`src/rtl/core/bspx_pkg.sv`:
```
// Shared types and constants for the BMP stream parser.
// Used by the front end, the item queue, the back end and the top level.
package bspx_pkg;

   // File layout, offsets from the start of the file
   localparam logic [31:0] POS_SIG_FIRST   = 32'd0;
   localparam logic [31:0] POS_SIG_SECOND  = 32'd1;
   localparam logic [31:0] POS_RSV_FIRST   = 32'd6;
   localparam logic [31:0] POS_RSV_LAST    = 32'd9;
   localparam logic [31:0] POS_OFFSET      = 32'd10;
   localparam logic [31:0] FILE_HDR_LEN    = 32'd14;
   localparam logic [31:0] POS_DIB_LEN_END = 32'd18;
   localparam logic [31:0] POS_DIB_LEN_TOP = 32'd17;
   localparam logic [31:0] POS_WIDTH       = 32'd18;
   localparam logic [31:0] POS_HEIGHT      = 32'd22;
   localparam logic [31:0] POS_HEIGHT_END  = 32'd26;
   localparam logic [31:0] POS_DEPTH       = 32'd28;
   localparam logic [31:0] POS_DEPTH_END   = 32'd30;
   localparam logic [31:0] POS_SIZE        = 32'd34;
   localparam logic [31:0] POS_SIZE_END    = 32'd38;

   localparam logic [31:0] DIB_MIN_LEN     = 32'd24;
   localparam logic [7:0]  SIG_FIRST_BYTE  = 8'h42;
   localparam logic [7:0]  SIG_SECOND_BYTE = 8'h4D;
   localparam logic [15:0] XOR_DEPTH       = 16'h0020;

   localparam int BSPX_QUEUE_DEPTH = 2;

   typedef enum logic [2:0] {
      REGION_FILE_HDR = 3'd0,
      REGION_DIB_HDR  = 3'd1,
      REGION_GAP      = 3'd2,
      REGION_PIXEL    = 3'd3,
      REGION_IGNORED  = 3'd4
   } region_type;

   typedef enum logic [1:0] {
      STATUS_OK        = 2'd0,
      STATUS_SIGNATURE = 2'd1,
      STATUS_DIB_SHORT = 2'd2,
      STATUS_BAD_SEEK  = 2'd3
   } status_type;

   // One classified byte with a snapshot of the header fields
   typedef struct packed {
      logic [7:0]  data_byte;
      logic [7:0]  key_byte;
      logic        xor_en;
      region_type  region;
      status_type  status;
      logic [31:0] image_width;
      logic [31:0] image_height;
      logic [15:0] bits_per_pixel;
      logic [31:0] pixel_offset;
      logic [31:0] pixel_bytes;
      logic        last_data;
   } bspx_item_type;

endpackage

```
`src/rtl/core/bspx_front.sv`:
```
// Front end of the BMP stream parser: accepts bytes, tracks file position,
// captures header fields and classifies each byte. Depends on bspx_pkg.
module bspx_front
   import bspx_pkg::*;
(
   input  logic          clock,
   input  logic          reset,
   input  logic          csr_write_enable,
   input  logic          csr_write_data,
   input  logic          req_tvalid,
   output logic          req_tready,
   input  logic [15:0]   req_tdata,
   input  logic          req_tuser,
   input  logic          q_space,
   output logic          q_push,
   output bspx_item_type q_item
);

   logic        enable_ff;
   logic [31:0] pos_ff, pos_in;
   logic [31:0] offset_ff, offset_in;
   logic [31:0] dib_ff, dib_in;
   logic [31:0] width_ff, width_in;
   logic [31:0] height_ff, height_in;
   logic [15:0] depth_ff, depth_in;
   logic [31:0] size_ff, size_in;
   status_type  status_ff, status_in;
   logic [32:0] hdr_end_ff, hdr_end_in;
   logic [32:0] data_end_ff, data_end_in;

   logic        accept;
   logic        start;
   logic [7:0]  in_byte;
   logic [31:0] p;
   logic [32:0] p_wide;
   logic [32:0] p_plus1;
   logic [31:0] offset_cur, dib_cur, width_cur, height_cur, size_cur;
   logic [15:0] depth_cur;
   status_type  status_cur;
   logic [32:0] hdr_end_cur, data_end_cur;
   logic [1:0]  byte_idx;
   region_type  region;
   logic        xor_en;
   logic        last;

   function automatic logic [31:0] put_byte(input logic [31:0] word, input logic [7:0] b,
                                            input logic [1:0] idx);
      put_byte = word | ({24'd0, b} << {idx, 3'b000});
   endfunction

   assign req_tready = q_space;
   assign accept     = req_tvalid & q_space;
   assign q_push     = accept;
   assign in_byte    = req_tdata[7:0];
   assign start      = req_tuser;

   // A frame start wipes the file state before this byte is handled
   assign p            = start ? 32'd0 : pos_ff;
   assign offset_cur   = start ? 32'd0 : offset_ff;
   assign dib_cur      = start ? 32'd0 : dib_ff;
   assign width_cur    = start ? 32'd0 : width_ff;
   assign height_cur   = start ? 32'd0 : height_ff;
   assign depth_cur    = start ? 16'd0 : depth_ff;
   assign size_cur     = start ? 32'd0 : size_ff;
   assign status_cur   = start ? STATUS_OK : status_ff;
   assign hdr_end_cur  = start ? {1'b0, FILE_HDR_LEN} : hdr_end_ff;
   assign data_end_cur = start ? 33'd0 : data_end_ff;

   assign p_wide   = {1'b0, p};
   assign p_plus1  = p_wide + 33'd1;
   // all four-byte fields start at an offset of 2 mod 4
   assign byte_idx = p[1:0] - 2'd2;

   always_comb begin
      offset_in = offset_cur;
      dib_in    = dib_cur;
      width_in  = width_cur;
      height_in = height_cur;
      depth_in  = depth_cur;
      size_in   = size_cur;
      status_in = status_cur;
      region    = REGION_IGNORED;
      xor_en    = 1'b0;
      last      = 1'b0;
      if (status_cur == STATUS_OK) begin
         if (p < FILE_HDR_LEN) begin
            region = REGION_FILE_HDR;
            if ((p == POS_SIG_FIRST && in_byte != SIG_FIRST_BYTE) ||
                (p == POS_SIG_SECOND && in_byte != SIG_SECOND_BYTE) ||
                (p >= POS_RSV_FIRST && p <= POS_RSV_LAST && in_byte != 8'd0)) begin
               status_in = STATUS_SIGNATURE;
            end
            if (p >= POS_OFFSET) begin
               offset_in = put_byte(offset_cur, in_byte, byte_idx);
            end
         end else if (p < POS_DIB_LEN_END) begin
            region = REGION_DIB_HDR;
            dib_in = put_byte(dib_cur, in_byte, byte_idx);
            if (p == POS_DIB_LEN_TOP && dib_in < DIB_MIN_LEN) begin
               status_in = STATUS_DIB_SHORT;
            end
         end else if (p_wide < hdr_end_cur) begin
            region = REGION_DIB_HDR;
            if (p >= POS_WIDTH && p < POS_HEIGHT) begin
               width_in = put_byte(width_cur, in_byte, byte_idx);
            end else if (p >= POS_HEIGHT && p < POS_HEIGHT_END) begin
               height_in = put_byte(height_cur, in_byte, byte_idx);
            end else if (p >= POS_DEPTH && p < POS_DEPTH_END) begin
               depth_in = depth_cur | ({8'd0, in_byte} << {p[0], 3'b000});
            end else if (p >= POS_SIZE && p < POS_SIZE_END) begin
               size_in = put_byte(size_cur, in_byte, byte_idx);
            end
            // data offset pointing back into the headers
            if (p_plus1 == hdr_end_cur && {1'b0, offset_cur} < hdr_end_cur) begin
               status_in = STATUS_BAD_SEEK;
            end
         end else if (p < offset_cur) begin
            region = REGION_GAP;
         end else if (p_wide < data_end_cur) begin
            region = REGION_PIXEL;
            xor_en = enable_ff && (depth_cur == XOR_DEPTH);
            last   = (p_plus1 == data_end_cur);
         end
      end
   end

   assign pos_in      = (p == 32'hFFFF_FFFF) ? p : p_plus1[31:0];
   assign hdr_end_in  = {1'b0, FILE_HDR_LEN} + {1'b0, dib_in};
   assign data_end_in = {1'b0, offset_in} + {1'b0, size_in};

   always_comb begin
      q_item.data_byte      = in_byte;
      q_item.key_byte       = req_tdata[15:8];
      q_item.xor_en         = xor_en;
      q_item.region         = region;
      q_item.status         = status_in;
      q_item.image_width    = width_in;
      q_item.image_height   = height_in;
      q_item.bits_per_pixel = depth_in;
      q_item.pixel_offset   = offset_in;
      q_item.pixel_bytes    = size_in;
      q_item.last_data      = last;
   end

   always_ff @(posedge clock) begin
      if (reset) begin
         enable_ff   <= 1'b0;
         pos_ff      <= 32'd0;
         offset_ff   <= 32'd0;
         dib_ff      <= 32'd0;
         width_ff    <= 32'd0;
         height_ff   <= 32'd0;
         depth_ff    <= 16'd0;
         size_ff     <= 32'd0;
         status_ff   <= STATUS_OK;
         hdr_end_ff  <= {1'b0, FILE_HDR_LEN};
         data_end_ff <= 33'd0;
      end else begin
         if (csr_write_enable) begin
            enable_ff <= csr_write_data;
         end
         if (accept) begin
            pos_ff      <= pos_in;
            offset_ff   <= offset_in;
            dib_ff      <= dib_in;
            width_ff    <= width_in;
            height_ff   <= height_in;
            depth_ff    <= depth_in;
            size_ff     <= size_in;
            status_ff   <= status_in;
            hdr_end_ff  <= hdr_end_in;
            data_end_ff <= data_end_in;
         end
      end
   end

endmodule

```
`src/rtl/core/bspx_queue.sv`:
```
// Short FIFO of classified items between parser front end and back end.
// Depends on bspx_pkg for the item type.
module bspx_queue
   import bspx_pkg::*;
#(
   parameter int DEPTH = BSPX_QUEUE_DEPTH
)
(
   input  logic          clock,
   input  logic          reset,
   input  logic          push,
   input  bspx_item_type push_item,
   output logic          space,
   input  logic          pop,
   output logic          pop_valid,
   output bspx_item_type pop_item
);

   localparam int PTR_W = (DEPTH > 1) ? $clog2(DEPTH) : 1;
   localparam int CNT_W = $clog2(DEPTH + 1);

   bspx_item_type    entry_ff [DEPTH];
   logic [PTR_W-1:0] wr_ptr_ff, wr_ptr_in;
   logic [PTR_W-1:0] rd_ptr_ff, rd_ptr_in;
   logic [CNT_W-1:0] count_ff, count_in;
   logic             do_push, do_pop;

   assign space     = (count_ff != CNT_W'(DEPTH));
   assign pop_valid = (count_ff != '0);
   assign pop_item  = entry_ff[rd_ptr_ff];
   assign do_push   = push & space;
   assign do_pop    = pop & pop_valid;

   assign wr_ptr_in = (wr_ptr_ff == PTR_W'(DEPTH - 1)) ? '0 : wr_ptr_ff + 1'b1;
   assign rd_ptr_in = (rd_ptr_ff == PTR_W'(DEPTH - 1)) ? '0 : rd_ptr_ff + 1'b1;

   always_comb begin
      count_in = count_ff;
      if (do_push && !do_pop) begin
         count_in = count_ff + 1'b1;
      end else if (do_pop && !do_push) begin
         count_in = count_ff - 1'b1;
      end
   end

   always_ff @(posedge clock) begin
      if (do_push) begin
         entry_ff[wr_ptr_ff] <= push_item;
      end
   end

   always_ff @(posedge clock) begin
      if (reset) begin
         wr_ptr_ff <= '0;
         rd_ptr_ff <= '0;
         count_ff  <= '0;
      end else begin
         if (do_push) begin
            wr_ptr_ff <= wr_ptr_in;
         end
         if (do_pop) begin
            rd_ptr_ff <= rd_ptr_in;
         end
         count_ff <= count_in;
      end
   end

endmodule

```
`src/rtl/core/bspx_back.sv`:
```
// Back end of the BMP stream parser: applies the key XOR to pixel bytes and
// holds the result in the output register. Depends on bspx_pkg.
module bspx_back
   import bspx_pkg::*;
(
   input  logic          clock,
   input  logic          reset,
   input  logic          q_valid,
   input  bspx_item_type q_item,
   output logic          q_pop,
   output logic          rsp_tvalid,
   input  logic          rsp_tready,
   output logic [151:0]  rsp_tdata,
   output logic [4:0]    rsp_tuser,
   output logic          rsp_tlast
);

   bspx_item_type out_ff, out_in;
   logic          valid_ff;
   logic          load;

   assign load  = !valid_ff || rsp_tready;
   assign q_pop = q_valid && load;

   always_comb begin
      out_in = q_item;
      if (q_item.xor_en) begin
         out_in.data_byte = q_item.data_byte ^ q_item.key_byte;
      end
   end

   always_ff @(posedge clock) begin
      if (q_pop) begin
         out_ff <= out_in;
      end
   end

   always_ff @(posedge clock) begin
      if (reset) begin
         valid_ff <= 1'b0;
      end else if (load) begin
         valid_ff <= q_valid;
      end
   end

   assign rsp_tvalid = valid_ff;
   assign rsp_tdata  = {out_ff.pixel_bytes, out_ff.pixel_offset, out_ff.bits_per_pixel,
                        out_ff.image_height, out_ff.image_width, out_ff.data_byte};
   assign rsp_tuser  = {out_ff.status, out_ff.region};
   assign rsp_tlast  = out_ff.last_data;

   // Only pixel bytes of a clean file are ever encrypted or marked last
   assert property (@(posedge clock) disable iff (reset)
      rsp_tvalid && rsp_tlast |-> out_ff.region == REGION_PIXEL)
      else $error("last flag outside pixel data");

   assert property (@(posedge clock) disable iff (reset)
      rsp_tvalid && out_ff.region == REGION_PIXEL |-> out_ff.status == STATUS_OK)
      else $error("pixel data reported after an error");

   assert property (@(posedge clock) disable iff (reset)
      q_pop && q_item.xor_en |-> q_item.region == REGION_PIXEL)
      else $error("key applied outside pixel data");

endmodule

```
`src/rtl/core/bmp_stream_parse_xor_top.sv`:
```
// Top level of the streaming BMP header parser with pixel XOR.
// Instantiates bspx_front, bspx_queue and bspx_back; depends on bspx_pkg.
//
// Usage:
//   req_*  : one file byte per transfer. tdata = in_byte, key_byte; tuser
//            = frame_start, which restarts parsing at offset 0.
//   rsp_*  : one result per input byte, in order. tdata carries the byte
//            (XORed with the key for 32-bit pixel data when enabled) and
//            the header fields captured so far; tuser = region, status;
//            tlast flags the final pixel data byte.
//   csr_*  : write-only encrypt enable, written while the block is idle.
// Timing: each byte is registered in the queue, then in the output register
//   that drives rsp_tvalid. Sustained rate is one byte per cycle while
//   rsp_tready is high; the front end does a position compare and field
//   capture per byte, the back end an XOR, with a two-entry queue between them.
// Reset clears the enable, the file position and all captured fields;
//   the first byte after reset is taken as offset 0.
// A stalled rsp_tready holds the output register; the queue keeps taking
//   bytes until it fills, then req_tready drops.
module bmp_stream_parse_xor_top
   import bspx_pkg::*;
#(
   parameter int QUEUE_DEPTH = BSPX_QUEUE_DEPTH
)
(
   input  logic         clock,
   input  logic         reset,
   input  logic         csr_write_enable,
   input  logic         csr_write_data,   // encrypt_enable
   input  logic         req_tvalid,
   output logic         req_tready,
   input  logic [15:0]  req_tdata,        // in_byte, key_byte
   input  logic         req_tuser,        // frame_start
   output logic         rsp_tvalid,
   input  logic         rsp_tready,
   // out_byte, image_width, image_height, bits_per_pixel, pixel_offset, pixel_bytes
   output logic [151:0] rsp_tdata,
   output logic [4:0]   rsp_tuser,        // region, status
   output logic         rsp_tlast         // last_data
);

   bspx_item_type front_item;
   bspx_item_type back_item;
   logic          q_space;
   logic          q_push;
   logic          q_pop;
   logic          q_valid;

   bspx_front u_front (
      .clock            (clock),
      .reset            (reset),
      .csr_write_enable (csr_write_enable),
      .csr_write_data   (csr_write_data),
      .req_tvalid       (req_tvalid),
      .req_tready       (req_tready),
      .req_tdata        (req_tdata),
      .req_tuser        (req_tuser),
      .q_space          (q_space),
      .q_push           (q_push),
      .q_item           (front_item)
   );

   bspx_queue #(
      .DEPTH (QUEUE_DEPTH)
   ) u_queue (
      .clock     (clock),
      .reset     (reset),
      .push      (q_push),
      .push_item (front_item),
      .space     (q_space),
      .pop       (q_pop),
      .pop_valid (q_valid),
      .pop_item  (back_item)
   );

   bspx_back u_back (
      .clock      (clock),
      .reset      (reset),
      .q_valid    (q_valid),
      .q_item     (back_item),
      .q_pop      (q_pop),
      .rsp_tvalid (rsp_tvalid),
      .rsp_tready (rsp_tready),
      .rsp_tdata  (rsp_tdata),
      .rsp_tuser  (rsp_tuser),
      .rsp_tlast  (rsp_tlast)
   );

endmodule
```
`config.mk`:
```
export PLATFORM = sky130hd
export DESIGN_NAME = bmp_stream_parse_xor_top
export DESIGN_NICKNAME = d
export VERILOG_FILES = /design/src/rtl/core/bspx_pkg.sv /design/src/rtl/core/bspx_front.sv /design/src/rtl/core/bspx_queue.sv /design/src/rtl/core/bspx_back.sv /design/src/rtl/core/bmp_stream_parse_xor_top.sv
export SDC_FILE = /design/constraint.sdc
export NUM_CORES = 2
export LEC_CHECK = 0
export BUFFER_PORTS_ARGS = -buffer_cell sky130_fd_sc_hd__buf_2
export CORE_MARGIN = 1.5
export CORE_UTILIZATION = 55
export DETAILED_ROUTE_END_ITERATION = 10
export PLACE_DENSITY = 0.75
export SKIP_CTS_REPAIR_TIMING = 1
export SLEW_MARGIN = 20
export SYNTH_ARGS = -nofsm -noshare
export SYNTH_HDL_FRONTEND = slang
export SYNTH_SLANG_ARGS = --single-unit
```
`constraint.sdc`:
```
create_clock -name clock -period 8.4 [get_ports clock]
set_input_delay 0 -clock clock [delete_from_list [all_inputs] [get_ports clock]]
set_output_delay 0 -clock clock [all_outputs]
set_load 0.02 [all_outputs]
```
Word-level counts from Yosys, hierarchy flattened
Memory sizes are Yosys's and may differ from the RTL's. A register that Yosys moved wholly into a read port is not among the register bits.
Cells that the tools add are included.
- register bits after elaboration: 440
- memory bits (writable): 334
- word-level logic and storage cells: 174
- memories kept: 1
- add/sub/neg operators: 8
- magnitude comparators: 18
- eq/ne operators: 9
- shift-type cells: 2
- muxes and demuxes: 77
- bitwise logic cells: 10
- reduce and logical (&&, ||, !) cells: 25
- memories (memory ; words ; width ; rd ports ; clocked after memory_dff ; wr ports ; RTL line ; source):
    u_queue.entry_ff ; 2 ; 167 ; 1 ; 1 ; 1 ; bspx_queue.sv:22 ; bspx_item_type entry_ff [DEPTH];
- operators with widths (operator ; number):
    two-way mux 32 bit ; 32
    less-than comparator 32 x 5 -> 1 bit (second input constant) ; 5
    OR 32 bit ; 5
    two-way mux 16 bit ; 8
    less-than comparator 32 x 33 -> 1 bit ; 3
    greater-or-equal comparator 32 x 5 -> 1 bit (second input constant) ; 3
    equality test 33 bit ; 2
    two-way mux 33 bit ; 2
    adder 32 x 1 -> 33 bit (second input constant) ; 1
    adder 32 x 32 -> 33 bit ; 1
    adder 4 x 32 -> 33 bit (first input constant) ; 1
    equality test 32 x 1 -> 1 bit (second input constant) ; 1
    equality test 32 bit (second input constant) ; 1
    equality test 32 x 5 -> 1 bit (second input constant) ; 1
    greater-or-equal comparator 32 x 3 -> 1 bit (second input constant) ; 1
    greater-or-equal comparator 32 x 4 -> 1 bit (second input constant) ; 1
    greater-or-equal comparator 32 x 6 -> 1 bit (second input constant) ; 1
    less-or-equal comparator 32 x 4 -> 1 bit (second input constant) ; 1
    zero test 32 bit ; 1
    less-than comparator 32 bit ; 1
    less-than comparator 32 x 4 -> 1 bit (second input constant) ; 1
    less-than comparator 32 x 6 -> 1 bit (second input constant) ; 1
    left shift 8 x 5 -> 32 bit ; 1
    two-way mux 2 bit ; 10
    other kinds (20) ; 64

Longest topological paths before layout
- depth after elaboration: 13
- gate-level depth with buffers: 38
- gate-level depth less buffers: 27

Cells and area by module
Synthesis repeated with hierarchy kept, for this count alone.
- cell total of the unflattened synthesis: 3366
- area total of the unflattened synthesis: 38064.0 um^2
- modules (own cells, without submodules) (module ; times used ; cells each ; area each (um^2) ; seq. area each (um^2)):
    bspx_front ; 1 ; 2642 ; 20294.5 ; 5525.3
    bspx_queue ; 1 ; 544 ; 12782.3 ; 10129.7
    bspx_back ; 1 ; 180 ; 4987.3 ; 4764.6

Worst setup path before layout
Ideal clock, no wire load.
- path kind: reg-to-reg
- start point: register u_queue.count_ff[0]
- end point: memory u_queue.entry_ff[0][0] (netlist name), enable pin
- arrival: 8257 ps
- data required time: 7703 ps
- setup slack: -554 ps
- cell stages (with the launch flop): 6
- clock period less this slack: 8954 ps
- path through: dfxtp_1 -> nand2b_1 -> nand2_1 -> clkbuf_1 -> clkbuf_1 -> nor2_1
- cells in the longest elaborated chain, start to end: 5
- RTL lines (element ; RTL line ; source):
    start, declared ; bspx_queue.sv:25 ; logic [CNT_W-1:0] count_ff, count_in;
    start signal, assigned ; bspx_queue.sv:64 ; count_ff <= count_in;
    inequality test 2 bit (*) ; bspx_queue.sv:28 ; assign space = (count_ff != CNT_W'(DEPTH));
    via req_tready ; bmp_stream_parse_xor_top.sv:31 ; output logic req_tready,
    AND 1 bit ; bspx_front.sv:52 ; assign accept = req_tvalid & q_space;
    AND 1 bit (*) ; bspx_queue.sv:31 ; assign do_push = push & space;
    two-way mux 1 bit (*) ; bspx_queue.sv:47 ; if (do_push) begin
    two-way mux 1 bit (not written as such) (*) ; bspx_queue.sv:48 ; entry_ff[wr_ptr_ff] <= push_item;
    end, declared ; bspx_queue.sv:22 ;
The timed path passes the listed nets; every way through them passes the cells marked *.

Final worst setup path
- start point: register u_front.pos_ff[2]
- end point: register u_front.data_end_ff[24]
- cells in the longest elaborated chain, start to end: 12
- RTL lines (element ; RTL line ; source):
    start, declared ; bspx_front.sv:20 ; logic [31:0] pos_ff, pos_in;
    start signal, assigned ; bspx_front.sv:163 ; pos_ff <= pos_in;
    two-way mux 32 bit (*) ; bspx_front.sv:58 ; assign p = start ? 32'd0 : pos_ff;
    greater-or-equal comparator 32 x 6 -> 1 bit / less-than comparator 32 x 6 -> 1 bit (equally long branches) ; bspx_front.sv:110 ; end else if (p >= POS_SIZE && p < POS_SIZE_END) begin
    logical AND 1 bit ; bspx_front.sv:110 ;
    two-way mux 32 bit ; bspx_front.sv:110 ;
    two-way mux 32 bit ; bspx_front.sv:108 ; end else if (p >= POS_DEPTH && p < POS_DEPTH_END) begin
    two-way mux 32 bit ; bspx_front.sv:106 ; end else if (p >= POS_HEIGHT && p < POS_HEIGHT_END) begin
    two-way mux 32 bit ; bspx_front.sv:104 ; if (p >= POS_WIDTH && p < POS_HEIGHT) begin
    two-way mux 32 bit ; bspx_front.sv:102 ; end else if (p_wide < hdr_end_cur) begin
    two-way mux 32 bit ; bspx_front.sv:96 ; end else if (p < POS_DIB_LEN_END) begin
    two-way mux 32 bit ; bspx_front.sv:86 ; if (p < FILE_HDR_LEN) begin
    two-way mux 32 bit ; bspx_front.sv:85 ; if (status_cur == STATUS_OK) begin
    adder 32 x 32 -> 33 bit (*) ; bspx_front.sv:129 ; assign data_end_in = {1'b0, offset_in} + {1'b0, size_in};
    end signal, assigned ; bspx_front.sv:172 ; data_end_ff <= data_end_in;
    end, declared ; bspx_front.sv:29 ; logic [32:0] data_end_ff, data_end_in;
Mark *: on every way between the ends. The rest lies on a longest branch, timed or not.
A chain may end at the register's enable or synchronous reset.

==> summary.txt <==
Run status
  – Status: finished clean

Placement
  – Post-Place Cell Area: 38900 µm²
  – Cell count after placement: 4240
  – Pre-CTS setup slack: 1.15 ns
  – Detail Placement HPWL: 77.2 mm
  – Placer Congestion: 0.987
  – IO buf count: 182

Final layout
  – Layout Cells excl Fill: 4416
  – Fin area: 41800 µm²
  – Fraction of layout cells with a size suffix above 1: 0.161
  – Final nets: 3656
  – Area growth, synth to finish: 11.9%
  – Finished Core Util: 0.622

Synthesis
  – Syn_nets: 3550
  – Synth Instances: 3367
  – Number of enable flip-flop cells after synthesis: 492
  – Async SR Flop Fraction: 0
  – Main synth FF type: edfxtp_1
  – Synthesized area per cell: 11.1 µm²
  – Top cells by area, synth: edfxtp_1 40%, dfxtp_1 15%, ha_1 5.3%, mux2_2 4.5%, nor2_1 3.7%
  – Top cells by count, synth: 492 x edfxtp_1, 364 x nor2_1, 282 x dfxtp_1
  – Top-count cell post-synth: edfxtp_1
  – Top cell type's share of synthesized area: 0.395
  – Mapped Area: 37400 µm²
  – Number of synthesis warnings: 0
  – Cell taking the most area after synthesis: edfxtp_1
  – Synth cell types: 106
  – #FFs+latches synth: 774
  – Post-synthesis sequential area ratio: 0.546

GRT
  – Pin count of the biggest net entering global routing: 131
  – GRT overflow: 0
  – First-pass GRT wire length: 163 mm
  – Vias in the first global route: 26400
  – Total track usage: 0.309
  – Initial antenna violation count: 4

Timing
  – Fin. max-slew vios: 0
  – Setup violators final: 0
  – Worst Tran Pin Value: 1.16 ns
  – Layout Skew: 0.0468 ns
  – Fmax: 0.139 GHz
  – Final hold violation count: 0
  – Fin crit period: 7.17 ns
  – Setup TNS: 0 ns
  – RSZ-0062 raised after global routing: false
  – Rel. slew slack: 0.229
  – Final period util: 0.854
  – Final WS setup: 1.23 ns

Power
  – Clock Power Share: 0.323
  – Pint: 7730 µW
  – P per Cell Area: 268 nW/µm²
  – Reg power frac: 0.457
  – Combinational share of power: 0.220
  – Peak supply drop: 0.000285 V
  – Switch Pwr: 3500 µW
  – Sw Share: 0.312
  – LEAKAGE: 0.0156 µW

Worst setup path
  – Worst Path Buf+Inv: 2
  – Slowest-stage cell, CP: dfxtp_1
  – CP arrival: 7.71 ns
  – Top cell family by delay on the critical path: compound AO/OA/AOI/OAI gates
  – CP Launch Type: flip-flop
  – CP Max Fanout: 27
  – WP data required: 8.93 ns
  – Kind of critical path: flip-flop to flip-flop
  – Crit path largest cell delay: 0.64 ns
  – Most common cell on crit path: a21oi_1
  – Crit end category: flip-flop

Clock network
  – Clk slew on worst S/H paths: 0.06 ns
  – Longest Clk Path Bufs: 3
  – Root Driver: clkbuf_16
  – Number of CTS-inserted buffers: 81
  – Worst-Skew Late Latency: 0.67 ns
  – CTS sink count: 774
  – TritonCTS clock tree: built
  – CTS H-Tree Depth: 3

Detailed routing
  – Initial DRC count: 3602
  – Drc violations: 0
  – Drt pass-1 iters: 8
  – Vias/cell: 6.35
  – Final ANT Viol Nets: 0
  – Routed wire length: 111 mm
  – Vias: 28000
  – Routed len/inst: 25.1 µm

Floorplan
  – Die Y: 264 µm
  – I/O pin total: 183
  – Die X-Extent: 264 µm
  – Die area: 69600 µm²
  – Site Rows: 95
  – Core footprint: 67300 µm²
  – Initial Util: 0.556

Min path
  – HP Class: input port to flip-flop

Flow run
  – MaxCap Viol Count: 0
==> area by class of cell <==
type                    instances  area [µm²]
flip-flops and latches        774       20400
well taps                     873        1090
inverters                      72         280
clock inverters                47         562
clock buffers                 103        2160
diodes                          3        7.51
fillers                      5261       25400
repair buffers                245        1480
multi-input cells            2299       15800
==> logic make-up after synthesis <==
kind of cell | count (synthesis) | share of synthesized area
adder cells (fa/ha/maj) | 161 | 0.0540
multiplexers | 159 | 0.0476
XOR/XNOR | 160 | 0.0375
flip-flops | 774 | 0.546
AND/OR/NAND/NOR | 1061 | 0.137
buffers and inverters | 294 | 0.0321
AO/OA/AOI/OAI | 758 | 0.146
==> worst register-to-register path: stages, from the launching register on <==
cell	delay (ns)
dfxtp_1	0.64
inv_1	0.22
nor2_1	0.31
ha_1	0.30
a21o_1	0.19
maj3_1	0.34
a21oi_1	0.23
o221ai_2	0.17
a211oi_1	0.57
and2_1	0.27
nand2_1	0.25
buf_4	0.34
nor2_1	0.14
a21oi_1	0.09
fa_1	0.49
nor2b_1	0.17
o21ai_0	0.13
a21oi_1	0.20
o21ai_0	0.22
a2111oi_2	0.42
mux2i_1	0.17
nand2_2	0.17
o311ai_2	0.18
o211ai_2	0.27
a21oi_1	0.12
and4_1	0.21
a311o_1	0.26
==> cell usage in the layout, fill, tap and decap left out, drive strengths merged, types with 25 or more instances in the layout <==
| cell | count |
|---|---|
| xor2 | 64 |
| o2bb2ai | 102 |
| a22o | 25 |
| nand3 | 83 |
| ha | 159 |
| and3 | 32 |
| nor2b | 51 |
| nor2 | 364 |
| edfxtp | 492 |
| nand2 | 280 |
| a22oi | 140 |
| a21o | 62 |
| clkbuf | 104 |
| xnor2 | 96 |
| inv | 76 |
| a21oi | 184 |
| o21ai | 95 |
| clkinv | 30 |
| dfxtp | 282 |
| mux2 | 150 |
| buf | 222 |
| nor3 | 73 |
| nand4 | 53 |
| nor4 | 30 |
==> path summary, 6_finish.rpt <==
| kind | from | endpoint | slack (ns) | depth (start not counted) |
|---|---|---|---|---|
| min | req_tuser | u_front.pos_ff[26] | 0.02 | 4 |
| max reg2reg | u_front.pos_ff[2] | u_front.data_end_ff[24] | 1.23 | 26 |
| max | u_front.pos_ff[2] | u_front.data_end_ff[24] | 1.23 | 26 |
| min reg2reg | u_front.hdr_end_ff[9] | u_front.hdr_end_ff[9] | 0.46 | 2 |
==> routing by layer <==
metal / track usage / wire (µm) / vias up
met3: 0.0586 / 10200 / 244
met5: 0 / 19 / -
li1: - / - / 12700
met1: 0.427 / 45500 / 13600
met2: 0.480 / 50500 / 1458
met4: 0.125 / 4590 / 2
==> state kept, by name (all words and copies together) (netlist names), named ones only <==
| register | flops |
|---|---|
| u_front.dib_ff | 31 |
| u_front.status_ff | 2 |
| u_front.data_end_ff | 33 |
| u_front.offset_ff | 32 |
| u_back.rsp_tdata | 152 |
| u_queue.count_ff | 2 |
| u_queue.rd_ptr_ff | 1 |
| u_queue.entry_ff | 334 |
| u_queue.wr_ptr_ff | 1 |
| u_front.width_ff | 32 |
| u_back.rsp_tvalid | 1 |
| u_front.pos_ff | 32 |
| u_front.depth_ff | 16 |
| u_back.rsp_tuser | 5 |
| u_back.rsp_tlast | 1 |
| u_front.size_ff | 32 |
| u_front.enable_ff | 1 |
| u_front.hdr_end_ff | 33 |
| u_front.height_ff | 32 |
==> power by group through the flow <==
| stage | Clock [µW] | Sequential (µW) | Combinational, µW |
|---|---|---|---|
| finish | 3630 | 5130 | 2470 |
| global route | 3800 | 5180 | 2600 |
| CTS | 3660 | 5130 | 2460 |
| detailed placement | 0 | 5200 | 2450 |
| global placement | 0 | 5190 | 2430 |
| floorplan | 0 | 5640 | 1240 |
==> through the flow <==
step                power [µW]  hold slack (ns)
floorplan                 6880           0.0989
global placement          7620            0.193
detailed placement        7650            0.194
CTS                      11200           -0.467
global route             11600           0.0357
finish                   11200           0.0188
Power figures use the tool's default switching activity.
